$ cat config.mk
export PLATFORM = sky130hd
export DESIGN_NAME = segment_allocator_fit_policy
export DESIGN_NICKNAME = d
export VERILOG_FILES = /design/src/sfp_pkg.sv /design/src/segment_allocator_fit_policy.sv /design/src/sfp_ram.sv /design/src/sfp_gap_unit.sv
export VERILOG_INCLUDE_DIRS = /design/src /design/src/src
export SDC_FILE = /design/constraint.sdc
export NUM_CORES = 2
export LEC_CHECK = 0
export ABC_AREA = 1
export BUFFER_PORTS_ARGS = -buffer_cell sky130_fd_sc_hd__buf_2
export CORE_ASPECT_RATIO = 0.75
export CORE_UTILIZATION = 25
export CTS_CLUSTER_DIAMETER = 150
export CTS_CLUSTER_SIZE = 28
export DETAILED_ROUTE_END_ITERATION = 10
export GPL_TIMING_DRIVEN = 0
export SYNTH_ARGS = -nofsm -noshare
export SYNTH_HDL_FRONTEND = slang
export SYNTH_HIERARCHICAL = 1
export SYNTH_SLANG_ARGS = --single-unit
$ cat constraint.sdc
create_clock -name clk -period 9.57 [get_ports clk]
set_input_delay 0.957 -clock clk [delete_from_list [all_inputs] [get_ports clk]]
set_output_delay 0.957 -clock clk [all_outputs]
set_load 0.1 [all_outputs]
$ cat src/segment_allocator_fit_policy_assert.svh
// Assertion macros shared by the segment allocator RTL.
// No dependencies; the macros are empty when SYNTHESIS is defined.
`ifndef SEGMENT_ALLOCATOR_FIT_POLICY_ASSERT_SVH
`define SEGMENT_ALLOCATOR_FIT_POLICY_ASSERT_SVH

`ifndef SYNTHESIS
// Same-cycle implication, checked on every rising edge outside reset.
`define SFP_ASSERT_IMPLIES(lbl, clk, rstn, ante, cons, msg) \
    lbl: assert property (@(posedge clk) disable iff (!rstn) (ante) |-> (cons)) \
        else $error(msg);
// Next-cycle implication.
`define SFP_ASSERT_NEXT(lbl, clk, rstn, ante, cons, msg) \
    lbl: assert property (@(posedge clk) disable iff (!rstn) (ante) |=> (cons)) \
        else $error(msg);
// Invariant that holds on every rising edge.
`define SFP_ASSERT_ALWAYS(lbl, clk, rstn, cond, msg) \
    lbl: assert property (@(posedge clk) disable iff (!rstn) (cond)) \
        else $error(msg);
`else
`define SFP_ASSERT_IMPLIES(lbl, clk, rstn, ante, cons, msg)
`define SFP_ASSERT_NEXT(lbl, clk, rstn, ante, cons, msg)
`define SFP_ASSERT_ALWAYS(lbl, clk, rstn, cond, msg)
`endif

`endif

$ cat src/sfp_pkg.sv
// Package for the segment allocator: codes, item structs and table entry type.
// Used by every module of the block but sfp_ram; depends on nothing.
package sfp_pkg;

    localparam int DATA_W           = 16;
    localparam int HOLE_W           = 6;
    localparam int MAX_SEGMENTS_DEF = 32;
    localparam logic [DATA_W-1:0] TOTAL_RESET = 16'hFFFF;

    // Register indexes on the configuration port.
    localparam logic REG_TOTAL  = 1'b0;
    localparam logic REG_POLICY = 1'b1;

    // Byte addresses of the registers on the configuration port.
    localparam logic [2:0] ADDR_TOTAL  = 3'd0;
    localparam logic [2:0] ADDR_POLICY = 3'd4;

    // Placement rules; the spare code behaves as first fit.
    localparam logic [1:0] POL_FIRST = 2'd0;
    localparam logic [1:0] POL_BEST  = 2'd1;
    localparam logic [1:0] POL_WORST = 2'd2;
    localparam logic [1:0] POL_SPARE = 2'd3;

    // Request codes; the spare code changes nothing.
    localparam logic [1:0] ACT_ALLOC = 2'd0;
    localparam logic [1:0] ACT_FREE  = 2'd1;
    localparam logic [1:0] ACT_CLEAR = 2'd2;
    localparam logic [1:0] ACT_NONE  = 2'd3;

    // Reply status codes.
    localparam logic [2:0] ST_OK       = 3'd0;
    localparam logic [2:0] ST_BADSIZE  = 3'd1;
    localparam logic [2:0] ST_NOFIT    = 3'd2;
    localparam logic [2:0] ST_NOTFOUND = 3'd3;
    localparam logic [2:0] ST_FULL     = 3'd4;

    typedef enum logic [3:0] {
        S_IDLE,
        S_SCAN_RD,
        S_SCAN_EX,
        S_MOVE_RD,
        S_MOVE_WR,
        S_PUT,
        S_CNT_RD,
        S_CNT_EX,
        S_DONE
    } state_t;

    typedef struct packed {
        logic [1:0]        action;
        logic [DATA_W-1:0] request_size;
        logic [DATA_W-1:0] segment_start;
    } cmd_t;

    typedef struct packed {
        logic [2:0]        status;
        logic [DATA_W-1:0] granted_address;
        logic [DATA_W-1:0] units_free;
        logic [HOLE_W-1:0] gap_count;
    } result_t;

    typedef struct packed {
        logic [DATA_W-1:0] base;
        logic [DATA_W-1:0] length;
    } entry_t;

    // Result of the shared gap unit.
    typedef struct packed {
        logic [DATA_W:0] len;
        logic            nonempty;
        logic            fits;
    } gap_t;

endpackage

$ cat src/segment_allocator_fit_policy.sv
// Segment allocator with first, best or worst fit over an address-sorted table.
// Clear, unused and rejected requests raise the result strobe in the cycle after acceptance;
// allocate scans the table, moves entries, writes the new one and recounts the gaps; free scans,
// moves entries and recounts, each entry going through the single read port and the shared gap unit.
// Throughput: one item at a time; busy stays high through the result strobe cycle.
// Reset: asynchronous, active low; the table is empty and free units equal total_size.
module segment_allocator_fit_policy #(
    parameter int MAX_SEGMENTS = sfp_pkg::MAX_SEGMENTS_DEF
) (
    input  logic             clk,
    input  logic             rst_n,
    input  logic             start,
    output logic             busy,
    input  sfp_pkg::cmd_t    cmd,
    output logic             done,
    output sfp_pkg::result_t result,
    input  logic             psel,
    input  logic             penable,
    input  logic             pwrite,
    input  logic [2:0]       paddr,
    input  logic [31:0]      pwdata,
    output logic [31:0]      prdata,
    output logic             pready
);
    import sfp_pkg::*;

    `include "segment_allocator_fit_policy_assert.svh"

    localparam int CW = $clog2(MAX_SEGMENTS + 1);
    localparam int AW = $clog2(MAX_SEGMENTS);
    localparam int EW = $bits(entry_t);

    state_t state_reg, state_next;

    logic [DATA_W-1:0] total_reg, total_next;
    logic [1:0]        policy_reg, policy_next;
    logic [CW-1:0]     count_reg, count_next;
    logic [DATA_W-1:0] free_reg, free_next;
    logic [HOLE_W-1:0] holes_reg, holes_next;

    logic [1:0]        action_reg, action_next;
    logic [DATA_W-1:0] size_reg, size_next;
    logic [DATA_W-1:0] addr_reg, addr_next;
    logic [2:0]        status_reg, status_next;
    logic [DATA_W-1:0] granted_reg, granted_next;
    logic [CW-1:0]     idx_reg, idx_next;
    logic [DATA_W:0]   prev_end_reg, prev_end_next;
    logic              found_reg, found_next;
    logic [CW-1:0]     pick_reg, pick_next;
    logic [DATA_W:0]   pick_len_reg, pick_len_next;
    logic [DATA_W:0]   pick_start_reg, pick_start_next;

    logic          ram_we;
    logic [AW-1:0] ram_waddr;
    logic [AW-1:0] ram_raddr;
    entry_t        ram_wdata;
    entry_t        rd_entry;
    logic [CW-1:0] raddr_full;

    logic            cfg_we;
    logic            is_alloc;
    logic            bad_size;
    logic            at_end;
    logic [DATA_W:0] gap_end;
    logic [DATA_W:0] entry_end;
    gap_t            gap;
    logic            better;
    logic            take;
    logic            first_style;
    logic            alloc_stop;
    logic            free_hit;
    logic            more_moves;

    // Table storage.
    sfp_ram #(
        .WIDTH (EW),
        .DEPTH (MAX_SEGMENTS)
    ) u_table (
        .clk   (clk),
        .we    (ram_we),
        .waddr (ram_waddr),
        .wdata (ram_wdata),
        .raddr (ram_raddr),
        .rdata (rd_entry)
    );

    // Shared gap arithmetic.
    sfp_gap_unit u_gap (
        .gap_end   (gap_end),
        .gap_start (prev_end_reg),
        .need      (size_reg),
        .res       (gap)
    );

    // Decision terms used by both the sequencer and the datapath.
    always_comb
    begin
        cfg_we      = psel && penable && pwrite;
        is_alloc    = action_reg == ACT_ALLOC;
        bad_size    = (cmd.request_size == '0) || (cmd.request_size > free_reg);
        at_end      = idx_reg >= count_reg;
        gap_end     = at_end ? {1'b0, total_reg} : {1'b0, rd_entry.base};
        entry_end   = {1'b0, rd_entry.base} + {1'b0, rd_entry.length};
        better      = !found_reg
                      || ((policy_reg == POL_BEST) && (gap.len < pick_len_reg))
                      || ((policy_reg == POL_WORST) && (gap.len > pick_len_reg));
        take        = gap.fits && better;
        first_style = (policy_reg != POL_BEST) && (policy_reg != POL_WORST);
        alloc_stop  = at_end || (gap.fits && first_style);
        free_hit    = !at_end && (rd_entry.base == addr_reg);
        more_moves  = is_alloc ? (idx_reg > pick_reg) : ((idx_reg + 1'b1) < count_reg);
    end

    // Next-state logic of the sequencer.
    always_comb
    begin
        state_next = state_reg;
        case (state_reg)
            S_IDLE:
            begin
                if (start)
                begin
                    if (cmd.action == ACT_ALLOC)
                    begin
                        if (bad_size || (count_reg >= CW'(MAX_SEGMENTS)))
                        begin
                            state_next = S_DONE;
                        end
                        else
                        begin
                            state_next = S_SCAN_RD;
                        end
                    end
                    else if (cmd.action == ACT_FREE)
                    begin
                        state_next = S_SCAN_RD;
                    end
                    else
                    begin
                        state_next = S_DONE;
                    end
                end
            end
            S_SCAN_RD:
            begin
                state_next = S_SCAN_EX;
            end
            S_SCAN_EX:
            begin
                if (is_alloc)
                begin
                    if (alloc_stop)
                    begin
                        state_next = (found_reg || take) ? S_MOVE_RD : S_DONE;
                    end
                    else
                    begin
                        state_next = S_SCAN_RD;
                    end
                end
                else if (at_end)
                begin
                    state_next = S_DONE;
                end
                else
                begin
                    state_next = free_hit ? S_MOVE_RD : S_SCAN_RD;
                end
            end
            S_MOVE_RD:
            begin
                if (more_moves)
                begin
                    state_next = S_MOVE_WR;
                end
                else
                begin
                    state_next = is_alloc ? S_PUT : S_CNT_RD;
                end
            end
            S_MOVE_WR:
            begin
                state_next = S_MOVE_RD;
            end
            S_PUT:
            begin
                state_next = S_CNT_RD;
            end
            S_CNT_RD:
            begin
                state_next = at_end ? S_DONE : S_CNT_EX;
            end
            S_CNT_EX:
            begin
                state_next = S_CNT_RD;
            end
            S_DONE:
            begin
                state_next = S_IDLE;
            end
            default:
            begin
                state_next = S_IDLE;
            end
        endcase
    end

    // Datapath and output logic of the sequencer.
    always_comb
    begin
        total_next      = total_reg;
        policy_next     = policy_reg;
        count_next      = count_reg;
        free_next       = free_reg;
        holes_next      = holes_reg;
        action_next     = action_reg;
        size_next       = size_reg;
        addr_next       = addr_reg;
        status_next     = status_reg;
        granted_next    = granted_reg;
        idx_next        = idx_reg;
        prev_end_next   = prev_end_reg;
        found_next      = found_reg;
        pick_next       = pick_reg;
        pick_len_next   = pick_len_reg;
        pick_start_next = pick_start_reg;
        ram_we          = 1'b0;
        ram_waddr       = idx_reg[AW-1:0];
        ram_wdata       = rd_entry;
        raddr_full      = idx_reg;

        case (state_reg)
            S_IDLE:
            begin
                if (start)
                begin
                    action_next   = cmd.action;
                    size_next     = cmd.request_size;
                    addr_next     = cmd.segment_start;
                    status_next   = ST_OK;
                    granted_next  = '0;
                    idx_next      = '0;
                    prev_end_next = '0;
                    found_next    = 1'b0;
                    if (cmd.action == ACT_ALLOC)
                    begin
                        if (bad_size)
                        begin
                            status_next = ST_BADSIZE;
                        end
                        else if (count_reg >= CW'(MAX_SEGMENTS))
                        begin
                            status_next = ST_FULL;
                        end
                    end
                    else if (cmd.action == ACT_CLEAR)
                    begin
                        count_next = '0;
                        free_next  = total_reg;
                        holes_next = '0;
                    end
                end
            end
            S_SCAN_EX:
            begin
                if (is_alloc)
                begin
                    if (take)
                    begin
                        found_next      = 1'b1;
                        pick_next       = idx_reg;
                        pick_len_next   = gap.len;
                        pick_start_next = prev_end_reg;
                    end
                    prev_end_next = entry_end;
                    if (alloc_stop)
                    begin
                        idx_next = count_reg;
                        if (!(found_reg || take))
                        begin
                            status_next = ST_NOFIT;
                        end
                    end
                    else
                    begin
                        idx_next = idx_reg + 1'b1;
                    end
                end
                else if (at_end)
                begin
                    status_next = ST_NOTFOUND;
                end
                else if (free_hit)
                begin
                    free_next = free_reg + rd_entry.length;
                end
                else
                begin
                    idx_next = idx_reg + 1'b1;
                end
            end
            S_MOVE_RD:
            begin
                raddr_full = is_alloc ? (idx_reg - 1'b1) : (idx_reg + 1'b1);
                if (!more_moves && !is_alloc)
                begin
                    count_next    = count_reg - 1'b1;
                    idx_next      = '0;
                    prev_end_next = '0;
                    holes_next    = '0;
                end
            end
            S_MOVE_WR:
            begin
                ram_we    = 1'b1;
                ram_waddr = idx_reg[AW-1:0];
                ram_wdata = rd_entry;
                idx_next  = is_alloc ? (idx_reg - 1'b1) : (idx_reg + 1'b1);
            end
            S_PUT:
            begin
                ram_we           = 1'b1;
                ram_waddr        = pick_reg[AW-1:0];
                ram_wdata.base   = pick_start_reg[DATA_W-1:0];
                ram_wdata.length = size_reg;
                granted_next     = pick_start_reg[DATA_W-1:0];
                count_next       = count_reg + 1'b1;
                free_next        = free_reg - size_reg;
                idx_next         = '0;
                prev_end_next    = '0;
                holes_next       = '0;
            end
            S_CNT_EX:
            begin
                if ((idx_reg != '0) && gap.nonempty)
                begin
                    holes_next = holes_reg + 1'b1;
                end
                prev_end_next = entry_end;
                idx_next      = idx_reg + 1'b1;
            end
            default:
            begin
            end
        endcase

        // Register writes; the user must issue them only while idle, which the block does not enforce.
        if (cfg_we)
        begin
            if (paddr[2] == REG_TOTAL)
            begin
                total_next = pwdata[DATA_W-1:0];
                count_next = '0;
                free_next  = pwdata[DATA_W-1:0];
                holes_next = '0;
            end
            else
            begin
                policy_next = pwdata[1:0];
            end
        end

        ram_raddr = raddr_full[AW-1:0];
    end

    // Control registers.
    always_ff @(posedge clk or negedge rst_n)
    begin
        if (!rst_n)
        begin
            state_reg  <= S_IDLE;
            total_reg  <= TOTAL_RESET;
            policy_reg <= POL_FIRST;
            count_reg  <= '0;
            free_reg   <= TOTAL_RESET;
            holes_reg  <= '0;
        end
        else
        begin
            state_reg  <= state_next;
            total_reg  <= total_next;
            policy_reg <= policy_next;
            count_reg  <= count_next;
            free_reg   <= free_next;
            holes_reg  <= holes_next;
        end
    end

    // Per-item working registers.
    always_ff @(posedge clk)
    begin
        action_reg     <= action_next;
        size_reg       <= size_next;
        addr_reg       <= addr_next;
        status_reg     <= status_next;
        granted_reg    <= granted_next;
        idx_reg        <= idx_next;
        prev_end_reg   <= prev_end_next;
        found_reg      <= found_next;
        pick_reg       <= pick_next;
        pick_len_reg   <= pick_len_next;
        pick_start_reg <= pick_start_next;
    end

    // Ports.
    always_comb
    begin
        busy                   = state_reg != S_IDLE;
        done                   = state_reg == S_DONE;
        result.status          = status_reg;
        result.granted_address = granted_reg;
        result.units_free      = free_reg;
        result.gap_count       = holes_reg;
        pready                 = 1'b1;
        if (paddr[2] == REG_TOTAL)
        begin
            prdata = {{(32 - DATA_W){1'b0}}, total_reg};
        end
        else
        begin
            prdata = {30'b0, policy_reg};
        end
    end

    `SFP_ASSERT_NEXT(a_accept_busy, clk, rst_n, start && !busy, busy, "accepted item did not raise busy")
    `SFP_ASSERT_NEXT(a_done_idle, clk, rst_n, done, !busy, "sequencer did not return to idle after the result")
    `SFP_ASSERT_ALWAYS(a_count_range, clk, rst_n, count_reg <= CW'(MAX_SEGMENTS), "segment count beyond table depth")
    `SFP_ASSERT_ALWAYS(a_free_range, clk, rst_n, free_reg <= total_reg, "free units exceed total size")
    `SFP_ASSERT_IMPLIES(a_grant_zero, clk, rst_n, done && (status_reg != ST_OK), granted_reg == '0, "address granted on a failed request")

endmodule

$ cat src/sfp_ram.sv
// Generic single-write, single-read RAM with registered read data.
// No dependencies.
module sfp_ram #(
    parameter int WIDTH = 32,
    parameter int DEPTH = 32
) (
    input  logic                     clk,
    input  logic                     we,
    input  logic [$clog2(DEPTH)-1:0] waddr,
    input  logic [WIDTH-1:0]         wdata,
    input  logic [$clog2(DEPTH)-1:0] raddr,
    output logic [WIDTH-1:0]         rdata
);

    logic [WIDTH-1:0] mem [DEPTH];

    // Write port and registered read port.
    always_ff @(posedge clk)
    begin
        if (we)
        begin
            mem[waddr] <= wdata;
        end
        rdata <= mem[raddr];
    end

endmodule

$ cat src/sfp_gap_unit.sv
// Shared gap unit: length of the hole between two addresses and its tests.
// Depends on sfp_pkg.
module sfp_gap_unit (
    input  logic [sfp_pkg::DATA_W:0]   gap_end,
    input  logic [sfp_pkg::DATA_W:0]   gap_start,
    input  logic [sfp_pkg::DATA_W-1:0] need,
    output sfp_pkg::gap_t              res
);
    import sfp_pkg::*;

    // Clamp to zero when the end does not lie past the start.
    always_comb
    begin
        res.nonempty = gap_end > gap_start;
        res.len      = res.nonempty ? (gap_end - gap_start) : '0;
        res.fits     = res.len >= {1'b0, need};
    end

endmodule

# --- Word level (Yosys, flattened, before mapping) ---
# Memories as Yosys holds them, arrays and structs flattened. A register that Yosys moved wholly into a read port is not among the register bits.
# Cells that the tools add are included.
classes:
  n_reduce_logical: 41
  eq_ne: 24
  n_div: 0
  order_cmp: 9
  add_sub_neg: 9
  n_shift: 0
  n_bitwise: 1
  mul: 0
  n_mux: 74
op_table:
  columns: ["op", "count"]
  rows:
  - ["16-bit two-way mux", 11]
  - ["6-bit two-way mux", 20]
  - ["17-bit case mux with 5 select lines", 1]
  - ["17-bit two-way mux", 4]
  - ["16-bit case mux with 3 select lines", 1]
  - ["4-bit two-way mux", 9]
  - ["6-bit case mux with 6 select lines", 1]
  - ["32-bit two-way mux", 1]
  - ["16-bit case mux with 2 select lines", 1]
  - ["4-bit case mux with 7 select lines", 1]
  - ["3-bit two-way mux", 8]
  - ["6-bit case mux with 4 select lines", 1]
  - ["6-bit by 1-bit adder with 6-bit output, second input constant", 3]
  - ["6-bit case mux with 3 select lines", 1]
  - ["16-bit by 16-bit adder with 17-bit output", 1]
  - ["17-bit by 16-bit >= comparator with 1-bit output", 1]
  - ["16-bit by 17-bit > comparator with 1-bit output", 1]
  - ["17-bit > comparator", 1]
  - ["17-bit less-than comparator", 1]
  - ["16-bit by 17-bit subtractor with 17-bit output", 1]
  - ["16-bit adder", 1]
  - ["16-bit equality test", 1]
  - ["4-bit by 3-bit equality test with 1-bit output, second input constant", 4]
  - ["16-bit > comparator", 1]
  - ["35 further kinds", 82]
word_totals:
  memories: 1
  ff_bits: 166
  mem_bits_ro: 0
  latchBits: 0
  ramBits: 1024
  elab_cells: 176
  in_bits: 75
  out_inout_bits: 76
mem_list:
  columns: ["memory", "depth", "width", "read_ports", "rd_clocked_by_memory_dff", "write_ports", "line_no", "source"]
  rows:
  - ["u_table.mem", 32, 32, 1, 1, 1, "sfp_ram.sv:15", "logic [WIDTH-1:0] mem [DEPTH];"]

# --- Logic depth before layout (Yosys ltp) ---
logic_depth:
  word_depth: 14
  depth_mapped: 43
  ltp_nobuf: 40

# --- Cells and area by module ---
# The synthesis kept the hierarchy.
modules_own_cells:
  columns: ["module", "seq_area_each_um2", "area_per_inst_um2", "cells_each", "n_inst"]
  rows:
  - ["sfp_ram", 31390.1, 42405.7, 3536, 1]
  - ["segment_allocator_fit_policy", 4774.6, 12197.9, 1602, 1]
  - ["sfp_gap_unit", 0.0, 1571.5, 269, 1]

# --- Worst setup path before layout ---
# OpenSTA, ideal clock, no wires.
synth_timing:
  kind: "register -> register"
  start: "register idx_reg[0]"
  end: "register pick_len_reg[0] (enable)"
  period_less_slack_ps: 7229
  setup_slack_ps: 2341
  n_path_buf: 3
  setup_time_ps: 484
  path_stages_with_launch: 32
  arrival_ps: 6745
  t_required_ps: 9086
  path_cell_list: "edfxtp_1 -> inv_1 -> ha_1 -> o21ai_0 -> nand2_1 -> a21oi_2 -> buf_4 -> clkbuf_1 -> o21ai_0 -> ha_1 -> a21oi_1 -> nand2_1 -> nand2_1 -> nand2_1 -> nand2_1 -> nand3_2 -> nand2_4 -> buf_6 -> nor2_2 -> ha_1 -> nand2_1 -> nor2_1 -> nand3_1 -> nand4_1 -> nand2_1 -> nand2_1 -> nand2_1 -> nand2_1 -> nand2_1 -> nand3_1 -> o21ai_0 -> nor3_1"
synth_lines:
  columns: ["element", "line_no", "source"]
  rows:
  - ["start: declaration", "segment_allocator_fit_policy.sv:46", "logic [CW-1:0] idx_reg, idx_next;"]
  - ["start signal: assignment", "segment_allocator_fit_policy.sv:397", "idx_reg <= idx_next;"]
  - ["end signal: assignment", "segment_allocator_fit_policy.sv:401", "pick_len_reg <= pick_len_next;"]
  - ["end: declaration", "segment_allocator_fit_policy.sv:50", "logic [DATA_W:0] pick_len_reg, pick_len_next;"]

==> reports/metrics.yaml <==
outcome:
  status: "finished clean"
floorplan:
  core_sq_mm: 0.223
  die-area_sq_mm: 0.227
  die_x_microns: 549
  ios: 151
  die-height_microns: 413
  initial_core_util_pct: 25.2
  rows: 150
route:
  antenna_left: 0
  wl_per_cell_microns: 21.0
  wl_microns: 181000
  num_vias: 41643
  vias_per_cell: 4.83
  drc: 0
  dr.pass1.iters: 5
  drt_iter0_drc: 5917
logic_synthesis:
  syn_inst: 5407
  yosys.area.top_type: "edfxtp_1"
  synth.distinct_cells: 61
  async_flop_share_pct: 4.09
  synth_seq_cells: 1222
  ys_seq_area_share_pct: 64.4
  synth_edf_count: 1140
  synth.avg_cell_area_sq_um: 10.4
  yosysWarnings: 6
  ys_top_cells_by_area: "edfxtp_1, nand2_1, nand3_1"
  ys.flop_type: "edfxtp_1"
  synth_top_area_share_pct: 60.9
  syn_area_sq_mm: 0.0562
place:
  portBuffers: 115
  place_ws_ns: 2.34
  gp_congestion: 0.931
  dp.cells: 8561
  postPlaceCellArea_sq_mm: 0.0622
  hpwl_microns: 132000
layout:
  fillers: 22896
  fin_util_pct: 28.5
  final_common_cell: "nand2_1"
  multi_input_area_sq_mm: 0.0175
  reg_top3: "u_table/mem x1024, u_table/rdata x32"
  nets: 5865
  stdcell_area_sq_mm: 0.0635
  syn_to_final_growth_pct: 13.1
  fin_cells: 8629
  layout-drive-gt1-share_pct: 10.6
  final_cell_mix: "nand2_1, edfxtp_1, nand3_1"
  seq_area_sq_mm: 0.0362
  largest_register_ffs: 1024
  n_antenna_cell: 0
  regMostFlops: "u_table/mem"
worst_setup_path:
  critical_path.endpoint_type: "flop"
  critical_path_class: "flop to flop"
  rr_startpoint: "idx_reg[0]$_DFFE_PP_"
  critical_path_required_ns: 9.97
  r2r_slack_ns: 2.01
  cp_max_fo: 12
  crit_top_cell: "nand2_1"
  critPathMaxStageDelay_ns: 0.56
  critPathArrivalTime_ns: 7.97
  r2r_cells: 30
  worst_path_max_delay_cell: "edfxtp_1"
  cp-start-kind: "flop"
  r2r-end: "pick_len_reg[8]$_DFFE_PP_"
clocking:
  cts_tree: "done"
  cts_resized: 0
  cts_max_path_buffers: 3
  cts_sinks: 1222
  clk_latency_ns: 0.70
  htreeDepth: 2
  cts_root_buffer: "clkbuf_16"
  clk_pin_slew_worst_paths_ns: 0.12
  cts_setup_buffers: 0
  cts_hold_buf: 0
  cts-buffers-inserted: 49
pwr:
  power_mw: 21.9
  p_leak_nw: 24.6
  power_density_mw_per_mm2: 344
  peakVddDrop_mv: 0.186
timing:
  maxSlewViolCount: 0
  worst_slack_ns: 2.01
  fmax_mhz: 132
  rsz0062_at_grt: "no"
  tightestPinTransition_ns: 1.27
  finalSetupViolCount: 0
  relSlewSlack_pct: 14.9
  fin_crit_sh_pct: 79.0
  fin_worst_skew_ns: 0.0239
  period_needed_ns: 7.56
  finalHoldViolations: 0
worst_hold_path:
  hold_path.class: "input pin to flop"
  worstHoldPathCells: 1
  hold_path_end: "addr_reg[14]$_DFFE_PP_"
  min_from: "cmd[14]"
global_route:
  grt_max_degree: 51
  grt.overflow.total: 0
  grt_first_pass_wirelength_microns: 258000
  grt_antenna_before_repair: 8
  track_usage_pct: 15.4
  grt_pass1_vias: 37017
flow_run:
  maxCapViolations: 0
Yosys cell counts, types with 16 or more instances:
cell	count
inv_1	325
buf_4	43
nand2_1	1905
buf_1	19
dfstp_2	32
o21bai_1	22
nor2_1	200
dfrtp_1	18
clkbuf_1	43
buf_6	67
edfxtp_1	1140
xnor2_1	20
nor3_1	16
a21oi_1	117
nand4_1	23
ha_1	138
nand3_1	869
buf_2	89
dfxtp_1	32
o21ai_0	123
cells by family (layout without fill, tap and decap cells):
logic type	count (synthesis)	after routing	synth area share [%]
other	2	18	0.0134
buffers and inverters	607	849	5.51
AOI/OAI and AO/OA	320	320	3.21
xor gates and xnor gates	33	33	0.515
DFF	1222	1222	64.4
and+or+nand+nor	3081	3081	23.2
adders and majority gates	142	142	3.22
through the flow:
step | hold WS (ns) | TNS [ns]
finish | 0.436 | 0
global route | 0.406 | 0
CTS | 0.394 | 0
detailed placement | 0.442 | 0
global placement | 0.439 | -74.05
floorplan | 0.426 | 0
critical path: cells and delay by family, from the launching register on:
kind / cells / cell delay (ns)
fa+ha+maj: 3 / 1.09
compound gates: 5 / 1.34
flops: 1 / 0.56
buf+inv: 8 / 1.95
simple gates: 14 / 2.27
cell type report:
class / count / area share (%)
Tap cell: 2964 / 5.84
Clock inverter: 3 / 0.0807
Inverter: 343 / 2.04
Clock buffer: 65 / 2.02
Timing Repair Buffer: 174 / 2.71
Sequential cell: 1222 / 56.9
Buffer: 264 / 2.83
Multi-Input combinational cell: 3594 / 27.5
routing by layer:
layer  wire, microns  GRT usage, %  vias to the layer above
li1                -             -                    18813
met3           21400          2.77                      161
met4            2990          2.72                        2
met5              13             0                        -
met1           83200          24.3                    20423
met2           74000          21.9                     2244
power by group:
part / switching (mW) / internal [mW]
sequential: 0.368 / 6.91
clock: 1.63 / 0.963
combinational: 8.70 / 3.31
total: 10.7 / 11.2
worst max path at each step:
stage | startpoint | cells past startpoint | to
after floorplan | idx_reg[0]$_DFFE_PP_ | 31 | pick_len_reg[0]$_DFFE_PP_
after global placement | idx_reg[0]$_DFFE_PP_ | 27 | pick_len_reg[15]$_DFFE_PP_
after detailed placement | idx_reg[0]$_DFFE_PP_ | 30 | pick_len_reg[15]$_DFFE_PP_
after CTS | idx_reg[0]$_DFFE_PP_ | 30 | pick_len_reg[8]$_DFFE_PP_
after global routing | idx_reg[0]$_DFFE_PP_ | 32 | pick_len_reg[7]$_DFFE_PP_
final | idx_reg[0]$_DFFE_PP_ | 30 | pick_len_reg[8]$_DFFE_PP_
Power figures use the tool's default switching activity.
